### src/crfb_pkg.sv
// Package for the clipped raster fill and blit engine.
// Holds the framebuffer geometry, command and register codes, the shared
// structs and the pixel address function. No dependencies.
`default_nettype none

package crfb_pkg;

   localparam int MAX_WIDTH  = 256;
   localparam int MAX_HEIGHT = 256;
   localparam int FB_DEPTH   = MAX_WIDTH * MAX_HEIGHT;
   localparam int ADDR_W     = $clog2(FB_DEPTH);
   localparam int XW         = $clog2(MAX_WIDTH + 1);
   localparam int YW         = $clog2(MAX_HEIGHT + 1);
   localparam int PROD_W     = XW + YW;

   localparam int COLOR_W    = 16;
   localparam int COORD_W    = 16;
   localparam int DIM_W      = 9;
   localparam int CMD_W      = 3;
   localparam int CSR_ADDR_W = 4;
   localparam int CSR_DATA_W = 32;

   localparam logic [CMD_W-1:0] CMD_CLEAR       = 3'd0;
   localparam logic [CMD_W-1:0] CMD_PLOT        = 3'd1;
   localparam logic [CMD_W-1:0] CMD_FILL        = 3'd2;
   localparam logic [CMD_W-1:0] CMD_IMAGE_BEGIN = 3'd3;
   localparam logic [CMD_W-1:0] CMD_IMAGE_PIXEL = 3'd4;
   localparam logic [CMD_W-1:0] CMD_READ        = 3'd5;

   localparam logic [1:0] REG_DRAW_ENABLE = 2'd0;
   localparam logic [1:0] REG_FB_WIDTH    = 2'd1;
   localparam logic [1:0] REG_FB_HEIGHT   = 2'd2;

   typedef struct packed {
      logic          draw_enable;
      logic [XW-1:0] width;
      logic [YW-1:0] height;
   } view_type;

   typedef struct packed {
      logic               wr_en;
      logic [ADDR_W-1:0]  wr_addr;
      logic [COLOR_W-1:0] wr_data;
      logic               rd_en;
      logic [ADDR_W-1:0]  rd_addr;
   } mem_req_type;

   typedef struct packed {
      logic               valid;
      logic [COLOR_W-1:0] color;
      logic               hit;
   } result_type;

   function automatic logic [ADDR_W-1:0] pixel_addr(input logic [YW-1:0] y,
                                                    input logic [XW-1:0] x,
                                                    input logic [XW-1:0] w);
      logic [PROD_W-1:0] prod;
      prod = PROD_W'(y) * PROD_W'(w);
      return ADDR_W'(prod + PROD_W'(x));
   endfunction

endpackage

`default_nettype wire

### src/crfb_engine.sv
// Command sequencer: clipping, image cursor, and the clear/fill pixel sweep.
// Drives the framebuffer RAM ports and produces one result per command.
// Depends on crfb_pkg.
`default_nettype none

module crfb_engine
   import crfb_pkg::*;
(
   input  logic                      clock,
   input  logic                      reset,
   input  view_type                  view,
   input  logic                      req_valid,
   output logic                      req_stall,
   input  logic [CMD_W-1:0]          req_type,
   input  logic signed [COORD_W-1:0] req_pos_x,
   input  logic signed [COORD_W-1:0] req_pos_y,
   input  logic signed [COORD_W-1:0] req_size_w,
   input  logic signed [COORD_W-1:0] req_size_h,
   input  logic [COLOR_W-1:0]        req_color,
   input  logic                      out_free,
   output mem_req_type               mem,
   input  logic [COLOR_W-1:0]        rd_data,
   output result_type                result
);

   localparam logic [1:0] ST_IDLE  = 2'd0;
   localparam logic [1:0] ST_SWEEP = 2'd1;
   localparam logic [1:0] ST_READ  = 2'd2;

   logic [1:0]         state_ff, state_in;

   logic [COORD_W-1:0] org_x_ff, org_x_in;
   logic [COORD_W-1:0] org_y_ff, org_y_in;
   logic [COORD_W-1:0] img_w_ff, img_w_in;
   logic [COORD_W-1:0] img_h_ff, img_h_in;
   logic [COORD_W-1:0] col_ff, col_in;
   logic [COORD_W-1:0] row_ff, row_in;
   logic               img_act_ff, img_act_in;

   logic [XW-1:0]      x_lo_ff, x_lo_in;
   logic [XW-1:0]      x_hi_ff, x_hi_in;
   logic [YW-1:0]      y_hi_ff, y_hi_in;
   logic [XW-1:0]      cx_ff, cx_in;
   logic [YW-1:0]      cy_ff, cy_in;
   logic [ADDR_W-1:0]  addr_ff, addr_in;
   logic [ADDR_W-1:0]  base_ff, base_in;
   logic [COLOR_W-1:0] color_ff, color_in;

   logic               accept;
   logic [COORD_W:0]   dx, dy, pt_x, pt_y;
   logic               pt_hit;
   logic [ADDR_W-1:0]  pt_addr;

   logic signed [COORD_W:0] x_end, y_end, w_s, h_s;
   logic signed [COORD_W:0] fx_lo, fx_hi, fy_lo, fy_hi;
   logic               fill_ok;

   logic [XW-1:0]      s_x_lo, s_x_hi;
   logic [YW-1:0]      s_y_lo, s_y_hi;
   logic [ADDR_W-1:0]  s_base;

   logic [XW-1:0]      cx_next;
   logic [YW-1:0]      cy_next;
   logic [COORD_W-1:0] col_next, row_next;

   assign req_stall = !((state_ff == ST_IDLE) && out_free);
   assign accept    = req_valid && !req_stall;

   assign dx   = {org_x_ff[COORD_W-1], org_x_ff} + {1'b0, col_ff};
   assign dy   = {org_y_ff[COORD_W-1], org_y_ff} + {1'b0, row_ff};
   assign pt_x = (req_type == CMD_IMAGE_PIXEL) ? dx : {req_pos_x[COORD_W-1], req_pos_x};
   assign pt_y = (req_type == CMD_IMAGE_PIXEL) ? dy : {req_pos_y[COORD_W-1], req_pos_y};

   assign pt_hit = view.draw_enable
                && !pt_x[COORD_W] && (pt_x < (COORD_W+1)'(view.width))
                && !pt_y[COORD_W] && (pt_y < (COORD_W+1)'(view.height));
   assign pt_addr = pixel_addr(YW'(pt_y), XW'(pt_x), view.width);

   assign w_s   = $signed({1'b0, COORD_W'(view.width)});
   assign h_s   = $signed({1'b0, COORD_W'(view.height)});
   assign x_end = $signed({req_pos_x[COORD_W-1], req_pos_x})
                + $signed({req_size_w[COORD_W-1], req_size_w});
   assign y_end = $signed({req_pos_y[COORD_W-1], req_pos_y})
                + $signed({req_size_h[COORD_W-1], req_size_h});
   assign fx_lo = req_pos_x[COORD_W-1] ? '0 : $signed({1'b0, req_pos_x});
   assign fy_lo = req_pos_y[COORD_W-1] ? '0 : $signed({1'b0, req_pos_y});
   assign fx_hi = (x_end < w_s) ? x_end : w_s;
   assign fy_hi = (y_end < h_s) ? y_end : h_s;
   assign fill_ok = !req_size_w[COORD_W-1] && (req_size_w != '0)
                 && !req_size_h[COORD_W-1] && (req_size_h != '0)
                 && (fx_hi > fx_lo) && (fy_hi > fy_lo);

   always_comb begin
      if (req_type == CMD_CLEAR) begin
         s_x_lo = '0;
         s_x_hi = view.width;
         s_y_lo = '0;
         s_y_hi = view.height;
      end else begin
         s_x_lo = XW'(fx_lo);
         s_x_hi = XW'(fx_hi);
         s_y_lo = YW'(fy_lo);
         s_y_hi = YW'(fy_hi);
      end
   end

   assign s_base   = pixel_addr(s_y_lo, '0, view.width);
   assign cx_next  = cx_ff + XW'(1);
   assign cy_next  = cy_ff + YW'(1);
   assign col_next = col_ff + COORD_W'(1);
   assign row_next = row_ff + COORD_W'(1);

   always_comb begin
      state_in   = state_ff;
      org_x_in   = org_x_ff;
      org_y_in   = org_y_ff;
      img_w_in   = img_w_ff;
      img_h_in   = img_h_ff;
      col_in     = col_ff;
      row_in     = row_ff;
      img_act_in = img_act_ff;
      x_lo_in    = x_lo_ff;
      x_hi_in    = x_hi_ff;
      y_hi_in    = y_hi_ff;
      cx_in      = cx_ff;
      cy_in      = cy_ff;
      addr_in    = addr_ff;
      base_in    = base_ff;
      color_in   = color_ff;
      mem        = '0;
      result     = '0;

      unique case (state_ff)
         ST_IDLE: begin
            if (accept) begin
               unique case (req_type) inside
                  CMD_CLEAR, CMD_FILL: begin
                     if (view.draw_enable && ((req_type == CMD_CLEAR)
                         ? (view.width != '0 && view.height != '0) : fill_ok)) begin
                        x_lo_in  = s_x_lo;
                        x_hi_in  = s_x_hi;
                        y_hi_in  = s_y_hi;
                        cx_in    = s_x_lo;
                        cy_in    = s_y_lo;
                        base_in  = s_base;
                        addr_in  = s_base + ADDR_W'(s_x_lo);
                        color_in = req_color;
                        state_in = ST_SWEEP;
                     end else begin
                        result.valid = 1'b1;
                     end
                  end
                  CMD_PLOT: begin
                     mem.wr_en    = pt_hit;
                     mem.wr_addr  = pt_addr;
                     mem.wr_data  = req_color;
                     result.valid = 1'b1;
                     result.hit   = pt_hit;
                  end
                  CMD_IMAGE_BEGIN: begin
                     org_x_in     = req_pos_x;
                     org_y_in     = req_pos_y;
                     img_w_in     = req_size_w;
                     img_h_in     = req_size_h;
                     col_in       = '0;
                     row_in       = '0;
                     img_act_in   = !req_size_w[COORD_W-1] && (req_size_w != '0)
                                 && !req_size_h[COORD_W-1] && (req_size_h != '0);
                     result.valid = 1'b1;
                  end
                  CMD_IMAGE_PIXEL: begin
                     result.valid = 1'b1;
                     if (img_act_ff) begin
                        mem.wr_en   = pt_hit;
                        mem.wr_addr = pt_addr;
                        mem.wr_data = req_color;
                        result.hit  = pt_hit;
                        if (col_next >= img_w_ff) begin
                           col_in = '0;
                           row_in = row_next;
                           if (row_next >= img_h_ff) begin
                              img_act_in = 1'b0;
                           end
                        end else begin
                           col_in = col_next;
                        end
                     end
                  end
                  CMD_READ: begin
                     if (pt_hit) begin
                        mem.rd_en   = 1'b1;
                        mem.rd_addr = pt_addr;
                        state_in    = ST_READ;
                     end else begin
                        result.valid = 1'b1;
                     end
                  end
                  default: begin
                     result.valid = 1'b1;
                  end
               endcase
            end
         end
         ST_SWEEP: begin
            mem.wr_en   = 1'b1;
            mem.wr_addr = addr_ff;
            mem.wr_data = color_ff;
            if (cx_next == x_hi_ff) begin
               if (cy_next == y_hi_ff) begin
                  result.valid = 1'b1;
                  result.hit   = 1'b1;
                  state_in     = ST_IDLE;
               end else begin
                  cy_in   = cy_next;
                  cx_in   = x_lo_ff;
                  base_in = base_ff + ADDR_W'(view.width);
                  addr_in = base_ff + ADDR_W'(view.width) + ADDR_W'(x_lo_ff);
               end
            end else begin
               cx_in   = cx_next;
               addr_in = addr_ff + ADDR_W'(1);
            end
         end
         ST_READ: begin
            result.valid = 1'b1;
            result.color = rd_data;
            result.hit   = 1'b1;
            state_in     = ST_IDLE;
         end
         default: begin
            state_in = ST_IDLE;
         end
      endcase
   end

   always_ff @(posedge clock) begin
      if (reset) begin
         state_ff   <= ST_IDLE;
         img_act_ff <= 1'b0;
         org_x_ff   <= '0;
         org_y_ff   <= '0;
         img_w_ff   <= '0;
         img_h_ff   <= '0;
         col_ff     <= '0;
         row_ff     <= '0;
      end else begin
         state_ff   <= state_in;
         img_act_ff <= img_act_in;
         org_x_ff   <= org_x_in;
         org_y_ff   <= org_y_in;
         img_w_ff   <= img_w_in;
         img_h_ff   <= img_h_in;
         col_ff     <= col_in;
         row_ff     <= row_in;
      end
   end

   always_ff @(posedge clock) begin
      x_lo_ff  <= x_lo_in;
      x_hi_ff  <= x_hi_in;
      y_hi_ff  <= y_hi_in;
      cx_ff    <= cx_in;
      cy_ff    <= cy_in;
      addr_ff  <= addr_in;
      base_ff  <= base_in;
      color_ff <= color_in;
   end

endmodule

`default_nettype wire

### config.mk
export PLATFORM = sky130hd
export DESIGN_NAME = crfb_engine
export DESIGN_NICKNAME = d
export VERILOG_FILES = /design/src/crfb_pkg.sv /design/src/crfb_engine.sv
export SDC_FILE = /design/constraint.sdc
export NUM_CORES = 1
export LEC_CHECK = 0
export BUFFER_PORTS_ARGS = -buffer_cell sky130_fd_sc_hd__clkbuf_2
export CORE_MARGIN = 4
export CORE_UTILIZATION = 32
export CTS_BUF_LIST = sky130_fd_sc_hd__clkbuf_16
export DETAILED_ROUTE_END_ITERATION = 16
export PLACE_DENSITY = 0.59
export SLEW_MARGIN = 25
export SYNTH_ARGS = -nofsm -noshare
export SYNTH_HDL_FRONTEND = slang
export SYNTH_SLANG_ARGS = --single-unit
### constraint.sdc
create_clock -name clock -period 8.3 [get_ports clock]
set_input_delay 0.415 -clock clock [delete_from_list [all_inputs] [get_ports clock]]
set_output_delay 0.415 -clock clock [all_outputs]
set_load 0.1 [all_outputs]
==> implementation parameters <==
Parameter                              Value

Outcome
  Result of the run    finished, final reports clean

Layout
  Most frequent cells in the layout    nand2_1, ha_1, inv_1
  Fraction of final layout cells with drive strength greater than 1    11.0%
  Number of fill cells in the layout    7216
  Most common cell after layout, fill and taps aside    nand2_1
  Non-filler instance count after layout    3813
  Net count of the finished layout    3364
  Final design utilization    36.2%
  Synthesis-to-finish area growth    11.9%

CTS
  TritonCTS clock tree    done
  Clock H-tree levels    4
  CTS clk-pin slew, worst paths    70 ps
  Clock Latency Late Sink    510 ps
  Clk buf depth    2
  Root buffer selected by CTS    clkbuf_16
  Post-CTS Setup Bufs    0
  Clock buffers created by TritonCTS    17
  Clock Sinks    192

Worst setup path
  Data arrival time at the worst-slack endpoint    7490 ps
  Endpoint type of the worst setup path    primary output
  Setup slack of the worst register-to-register path    3470 ps
  Data required time of the critical path    7890 ps
  Highest fanout seen on the critical path    10
  Critical path launch point type    flop
  Start-to-end type of the worst setup path    flop to primary output
  Register-to-Register Path Depth    18
  Worst reg2reg path startpoint    col_ff[0]$_SDFFE_PP0P_
  Endpoint of the most critical register-to-register path    state_ff[1]$_SDFFE_PP0P_

Detailed routing
  Post-detailed-route via-to-cell ratio    5.26
  Total iterations of the first detailed-routing run    5
  Number of vias in the routed layout    20100
  Avg WL per Cell    19.0 µm
  Starting DRT DRC Count    1440
  Antenna Violating Nets Remaining    0
  Post-detailed-route DRC marker count    0
  Final Routed Wirelength    72.3 mm

Place
  Number of I/O port buffers    190
  Weighted congestion at the end of routability-driven global placement    0.884
  Final HPWL from detailed placement    56.2 mm
  Pre-CTS setup slack    540 ps
  Number of instances in the placed design    3777

GRT
  Largest net degree at the start of global routing    83
  Via count of the first global-routing pass    19300
  First-pass GRT wire length    111 mm
  Grt met2 use    31.5%
  Global-route total usage across every layer    19.1%
  Antenna violations before repair    4
  Met3 layer usage reported by global route    3.11%
  Gr busiest metal    met2
  Met1 demand-to-capacity share in global routing    25.7%
  Total grt overflow    0

Synth
  Number of standard cells after synthesis    2731
  Main synth FF type    dfxtp_1
  Post-synthesis cell type count    82
  Avg Synthesized Cell Area    8.16 µm²
  Net count of the mapped netlist    3230
  Number of synthesized flops with an enable pin    93
  Synth Warn #    0
  Post-Synthesis Cell Area    22300 µm²
  Post-synth ARST share    0%
  Flop and latch count out of synthesis    192
  Fraction of the yosys area taken by sequential cells    21.4%

Min path
  Worst-case hold path end point    color_ff[14]$_DFFE_PP_
  Number of cells on the worst hold path    1
  Worst hold path type    input pin to flop
  Source of the worst hold timing path    req_color[14]

Power
  Leak pwr    0.0110 µW
  Post-layout total power    3880 µW
  Peak ir drop on the vdd network    178 µV
  Power density over cell area    156 nW/µm²

STA
  Final setup slack of the worst path    397 ps
  RSZ-0062 raised after global routing    false
  Fmax    0.127 GHz
  Post-Route Setup TNS    0 ps
  Slew headroom    30.8%
  Post-route fraction of the period consumed by the critical path    95.2%
  Minimum clock period after layout    7900 ps
  Number of pins with negative max-slew slack in the final report    0
  Final Hold Fails    0
  Setup-violating endpoint count in the final report    0
  Skew final    10.0 ps
  Actual transition at the worst max-transition pin    1030 ps

Floorplanning
  Number of I/O pins    191
  Core box area    68800 µm²
  Die width    272 µm
  # rows    96
  Initial cell density of the core    32.4%
  Overall die area    73900 µm²
  Die Y-Extent    272 µm

Flow run
  # Max-Cap Violations    0
cell families after synthesis:
kind of cell | share of synthesized area, %
simple gates | 21.1
buf+inv | 5.84
mux | 2.23
flops | 21.4
xor+xnor | 6.80
fa+ha+maj | 24.9
compound gates | 17.7
worst max-delay path by stage:
| stage | startpoint | end | slack, ps | cells after the start |
|---|---|---|---|---|
| global placement | row_ff[1]$_SDFFE_PP0P_ | mem[48] | 670 | 24 |
| global route | row_ff[1]$_SDFFE_PP0P_ | mem[48] | 40 | 24 |
| CTS | row_ff[1]$_SDFFE_PP0P_ | mem[48] | 160 | 24 |
| detailed placement | row_ff[1]$_SDFFE_PP0P_ | mem[48] | 540 | 24 |
| floorplan | req_pos_y[1] | result[17] | 690 | 27 |
| finish | row_ff[0]$_SDFFE_PP0P_ | mem[48] | 400 | 25 |
report_power, final:
part | total (µW) | switching, µW | leakage (µW) | internal, µW
registers | 1040 | 9.48 | 0.00164 | 1030
clock network | 869 | 433 | 0.000294 | 436
logic | 1970 | 1230 | 0.00909 | 744
metal layers:
metal	wire length, µm	vias up
met5	11	-
met4	2250	2
met3	3990	108
met2	33400	588
met1	32600	9512
li1	-	9845
state kept, by name, indices dropped and copies added (netlist names):
| name | flops |
|---|---|
| addr_ff | 16 |
| base_ff | 16 |
| col_ff | 16 |
| color_ff | 16 |
| img_h_ff | 16 |
| img_w_ff | 16 |
| org_x_ff | 16 |
| org_y_ff | 16 |
| row_ff | 16 |
| cx_ff | 9 |
| cy_ff | 9 |
| x_hi_ff | 9 |
| x_lo_ff | 9 |
| y_hi_ff | 9 |
| state_ff | 2 |
| img_act_ff | 1 |
cells in the mapped netlist, types with 25 or more instances:
cell type | instances | area share, %
a22o_1 | 35 | 1.4
nand2_1 | 388 | 6.5
dfxtp_1 | 99 | 8.9
clkbuf_1 | 100 | 1.7
nand3b_1 | 25 | 0.84
a21o_1 | 40 | 1.3
nand2b_1 | 50 | 1.4
nand4_1 | 26 | 0.73
nor3_1 | 56 | 1.3
a21oi_1 | 211 | 4.7
xor2_1 | 76 | 3.0
xnor2_1 | 97 | 3.8
edfxtp_1 | 93 | 13
fa_1 | 110 | 9.9
nand3_1 | 72 | 1.6
ha_1 | 267 | 15
and2_1 | 69 | 1.9
and3_1 | 58 | 1.6
inv_1 | 230 | 3.9
nor2_1 | 137 | 2.3
o21ai_0 | 154 | 3.5
o21a_1 | 30 | 1.0
worst max-delay path, stage by stage (launching register included):
cell       delay (ps)
dfxtp_1           380
ha_1              270
fa_1              410
a21oi_1           290
o2111ai_1         240
xnor2_1           190
o21ai_1           130
buf_4             190
nand2_1            90
fa_1              510
fa_1              510
fa_1              560
fa_1              420
fa_1              490
inv_1              40
ha_1              210
or3_1             350
o21ai_0            80
a21oi_1            80
nand4_1           130
nand4_1           210
a31o_2            300
a21oi_1           180
xnor2_1           210
a22o_1            190
clkbuf_4          330
per-stage QoR:
step	hold WS [ps]	area [µm²]
after floorplan	436	22300
after global placement	444	24300
after detailed placement	447	24300
after CTS	65.4	24900
after global routing	83.2	24900
final	99.6	24900
layout make-up:
type	count	area, µm²	area share, %
Antenna cell	4	10.0	0.0401
Multi-Input combinational cell	2197	16300	65.3
Inverter	232	873	3.50
Tap cell	931	1160	4.67
Clock inverter	14	128	0.512
Clock buffer	18	450	1.81
Timing Repair Buffer	225	1240	4.97
Sequential cell	192	4770	19.1
timing repair:
item,in CTS,in global routing
setup endpoints to repair,2,6
resized for setup,1,8
hold endpoints to repair,0,0
pin swaps,0,0
hold buffers,0,0
Note: power is estimated with default switching activity, not from simulation.
